File: src/rtl/tccs_ram.sv
// tccs_ram: generic single-port synchronous ram, read-before-write, registered read
// depends on nothing
`default_nettype none

module tccs_ram #(
  parameter int WIDTH = 8,
  parameter int DEPTH = 256
) (
  input  wire logic                     clk,
  input  wire logic                     we,
  input  wire logic [$clog2(DEPTH)-1:0] addr,
  input  wire logic [WIDTH-1:0]         wdata,
  output logic      [WIDTH-1:0]         rdata
);

  logic [WIDTH-1:0] mem [DEPTH];

  always_ff @(posedge clk) begin
    if (we) begin
      mem[addr] <= wdata;
    end
    rdata <= mem[addr];
  end

endmodule

`default_nettype wire

File: config.mk
export PLATFORM = sky130hd
export DESIGN_NAME = tccs_ram
export DESIGN_NICKNAME = d
export VERILOG_FILES = /design/src/rtl/tccs_ram.sv
export SDC_FILE = /design/constraint.sdc
export NUM_CORES = 2
export LEC_CHECK = 0
export BUFFER_PORTS_ARGS = -buffer_cell sky130_fd_sc_hd__buf_2
export CAP_MARGIN = 40
export CORE_ASPECT_RATIO = 1.25
export CORE_UTILIZATION = 45
export DETAILED_ROUTE_END_ITERATION = 7
export GPL_TIMING_DRIVEN = 0
export PLACE_DENSITY_LB_ADDON = 0.2
export SLEW_MARGIN = 20
export SYNTH_ARGS = -nofsm -noshare
export SYNTH_HDL_FRONTEND = slang
export SYNTH_SLANG_ARGS = --single-unit
File: constraint.sdc
create_clock -name clk -period 4.4 [get_ports clk]
set_clock_uncertainty 0.2 [all_clocks]
set_input_delay 0.22 -clock clk [delete_from_list [all_inputs] [get_ports clk]]
set_output_delay 0.22 -clock clk [all_outputs]
set_load 0.05 [all_outputs]
==> impl_metrics.py <==
metrics = {
    "run_status": {
        "status": "complete, no violations",
    },
    "timing": {
        "setup_violations": 0,
        "slew_violations": 0,
        "fmax_mhz": 229,
        "min_period_over_period_pct": 99.1,
        "tightest_slew_ns": 0.989,
        "rsz0062_at_grt": "false",
        "hold_violations": 0,
        "finalSetupTns_ns": 0,
        "period_needed_ns": 4.36,
        "timing.hold.ws_ns": 0.110,
        "max_slew_margin_pct": 34.1,
    },
    "global_route": {
        "grt_pass1_vias": 38800,
        "antenna_found_initial": 11,
        "grt_pass1_wl_mm": 294,
        "grt_max_degree": 133,
        "grt_overflow": 0,
        "grtUsageTotal_pct": 24.1,
    },
    "finish": {
        "multi_input_area_sq_um": 15900,
        "drive_above_1_share_pct": 26.1,
        "final_common_cell": "edfxtp_1",
        "synthToLayoutAreaGrowth_pct": 14.3,
        "seq_area_sq_um": 61700,
        "fillCellCount": 13600,
        "nets": 3936,
        "fin_util_pct": 51.7,
        "final_cell_mix": "edfxtp_1 (2048), mux4_2 (512), a22oi_1 (256)",
        "fin_area_sq_um": 89700,
    },
    "detailed_routing": {
        "route.met3.wl_mm": 15.7,
        "drt_wl_total_mm": 211,
        "top_layer": "met5",
        "drtAntennaViolNets": 0,
        "via_count": 38300,
        "wl_met2_mm": 106,
        "wl_met1_mm": 79.7,
        "dr.pass1.iters": 6,
        "vias_per_cell": 5.98,
        "avgRoutedWirePerCell_um": 32.9,
        "first_iter_violations": 4505,
        "drc": 0,
    },
    "clock_network": {
        "cts-root-buf": "clkbuf_16",
        "clock_latency_ns": 0.86,
        "ctsResizeCount": 0,
        "clockBufferDepth": 3,
        "numCtsBuffers": 193,
        "cts_tree": "done",
        "htree_num_levels": 4,
        "cts.reportedPaths.clkPinSlew_ns": 0.07,
        "cts_num_sinks": 2056,
    },
    "worst_setup_path": {
        "path_max_fanout": 10,
        "arrival_ns": 4.60,
        "endpoint_kind": "flip-flop",
        "cp-start-kind": "input port",
        "worstPathRequired_ns": 4.65,
        "worstSetupPathType": "input port to flip-flop",
    },
    "synth": {
        "synthesis.area_sq_um": 78500,
        "synthMuxAreaShare_pct": 14.7,
        "yosys.area_share.adder_pct": 0,
        "synth_area_leaders": "edfxtp_1 (78%), mux4_2 (15%), a22oi_1 (2.4%)",
        "synthXorXnorAreaFrac_pct": 0,
        "synthCells": 3547,
        "yosysWarnings": 0,
        "synth-simple-area-share_pct": 1.73,
        "seq_area_frac_synth_pct": 78.6,
        "synth_compound_area_share_pct": 3.62,
        "synth_top_family_by_area": "multiplexers",
        "ys_ff_latch": 2056,
        "yosysUniqueCellTypes": 22,
        "yosys.area.top_type": "edfxtp_1",
        "synth_area_per_cell_sq_um": 22.1,
        "synth_top_area_share_pct": 78.3,
        "syn_nets": 3565,
    },
    "power": {
        "p_total_mw": 39.7,
        "p_comb_share_pct": 5.3,
        "peakVddDrop_mv": 0.389,
        "p_switching_mw": 8.73,
        "switching_share_pct": 22.0,
        "p_per_area_nw_per_um2": 443,
        "p_int_mw": 31.0,
        "p_leak_nw": 27.3,
        "p_seq_share_pct": 54.4,
        "pwr-share-clk_pct": 40.4,
    },
    "floorplanning": {
        "core_area_sq_um": 174000,
        "die_h_um": 469,
        "chipWidth_um": 376,
        "rows": 171,
        "ios": 26,
        "initial_core_util_pct": 45.2,
        "design.die.area_sq_um": 176000,
    },
    "placed_design": {
        "hpwl_mm": 143,
        "numPortBuffers": 21,
        "dpl-instance-area_sq_um": 83200,
        "gp_congestion": 0.929,
    },
    "min_path": {
        "hold_class": "input port to flip-flop",
    },
    "job": {
        "max_cap_violations": 0,
    },
}
registers in the layout (all words and copies together) (netlist names):
name   cells
rdata      8
mem     2048
per-layer routing:
metal	vias to the layer above	track usage, %
met1	20500	30.5
li1	15900	-
met4	14	11.0
met2	1563	40.3
met3	361	4.82
met5	-	0
cell type report:
cell class / count / share of cell area (%)
antenna: 3 / 0.00837
multi-input combinational: 1258 / 17.7
clock buffer: 248 / 5.83
tap: 2335 / 3.26
clock inverter: 104 / 0.888
inverter: 1 / 0.00418
buffer: 232 / 1.25
timing repair buffer: 176 / 2.32
sequential: 2056 / 68.7
power by group through the flow:
stage	Combinational (mW)	Sequential, mW	Clock (mW)
floorplan	0.959	22.1	0
global placement	1.95	22.1	0
detailed placement	2.08	22.0	0
CTS	2.09	21.6	16.3
global route	2.17	21.6	16.9
finish	2.09	21.6	16.0
worst paths after layout:
| path | slack, ns | start | depth (start not counted) | endpoint |
|---|---|---|---|---|
| min reg2reg | 0.92 | mem[8][1] | 5 | rdata[1] |
| max reg2reg | 0.80 | mem[104][7] | 5 | rdata[7] |
| max | 0.04 | addr[3] | 8 | mem[236][4] |
| min | 0.11 | addr[7] | 4 | mem[132][1] |
cells in the mapped netlist, drive strengths merged:
library cell and n:
a22oi 256, edfxtp 2048, buf 87, clkbuf 145, nand2 28, nor3 30, nor2b 7, nand2b 6
nand3 13, mux4 512, nor2 232, a21oi 128, or3 1, nand4 8, inv 1, dfxtp 8
or2 2, and2 3, o41ai 32
cell families after synthesis:
group,after synthesis
compound gates,416
flops,2056
simple gates,330
buf+inv,233
mux,512
metrics by stage:
step                std cells  setup WS (ns)
floorplan                3547           1.76
global placement         5903          -1.54
detailed placement       5993         -0.781
CTS                      6359          0.119
global route             6411         0.0617
finish                   6413         0.0417
timing repair:
item | 4_1_cts | 5_1_grt
hold buffers | 14 | 0
endpoints found under the setup margin | 0 | 0
endpoints found under the hold margin | 1464 | 0
buffers inserted | 0 | 0
critical path, cell delays in order:
cell and delay, ns:
clkbuf_1 0.52, and2_1 0.22, buf_2 0.27, clkbuf_2 0.54
clkbuf_1 0.63, nand3_1 0.63, clkbuf_2 0.70, nor2_1 0.81
Note: power is estimated with default switching activity, not from simulation.
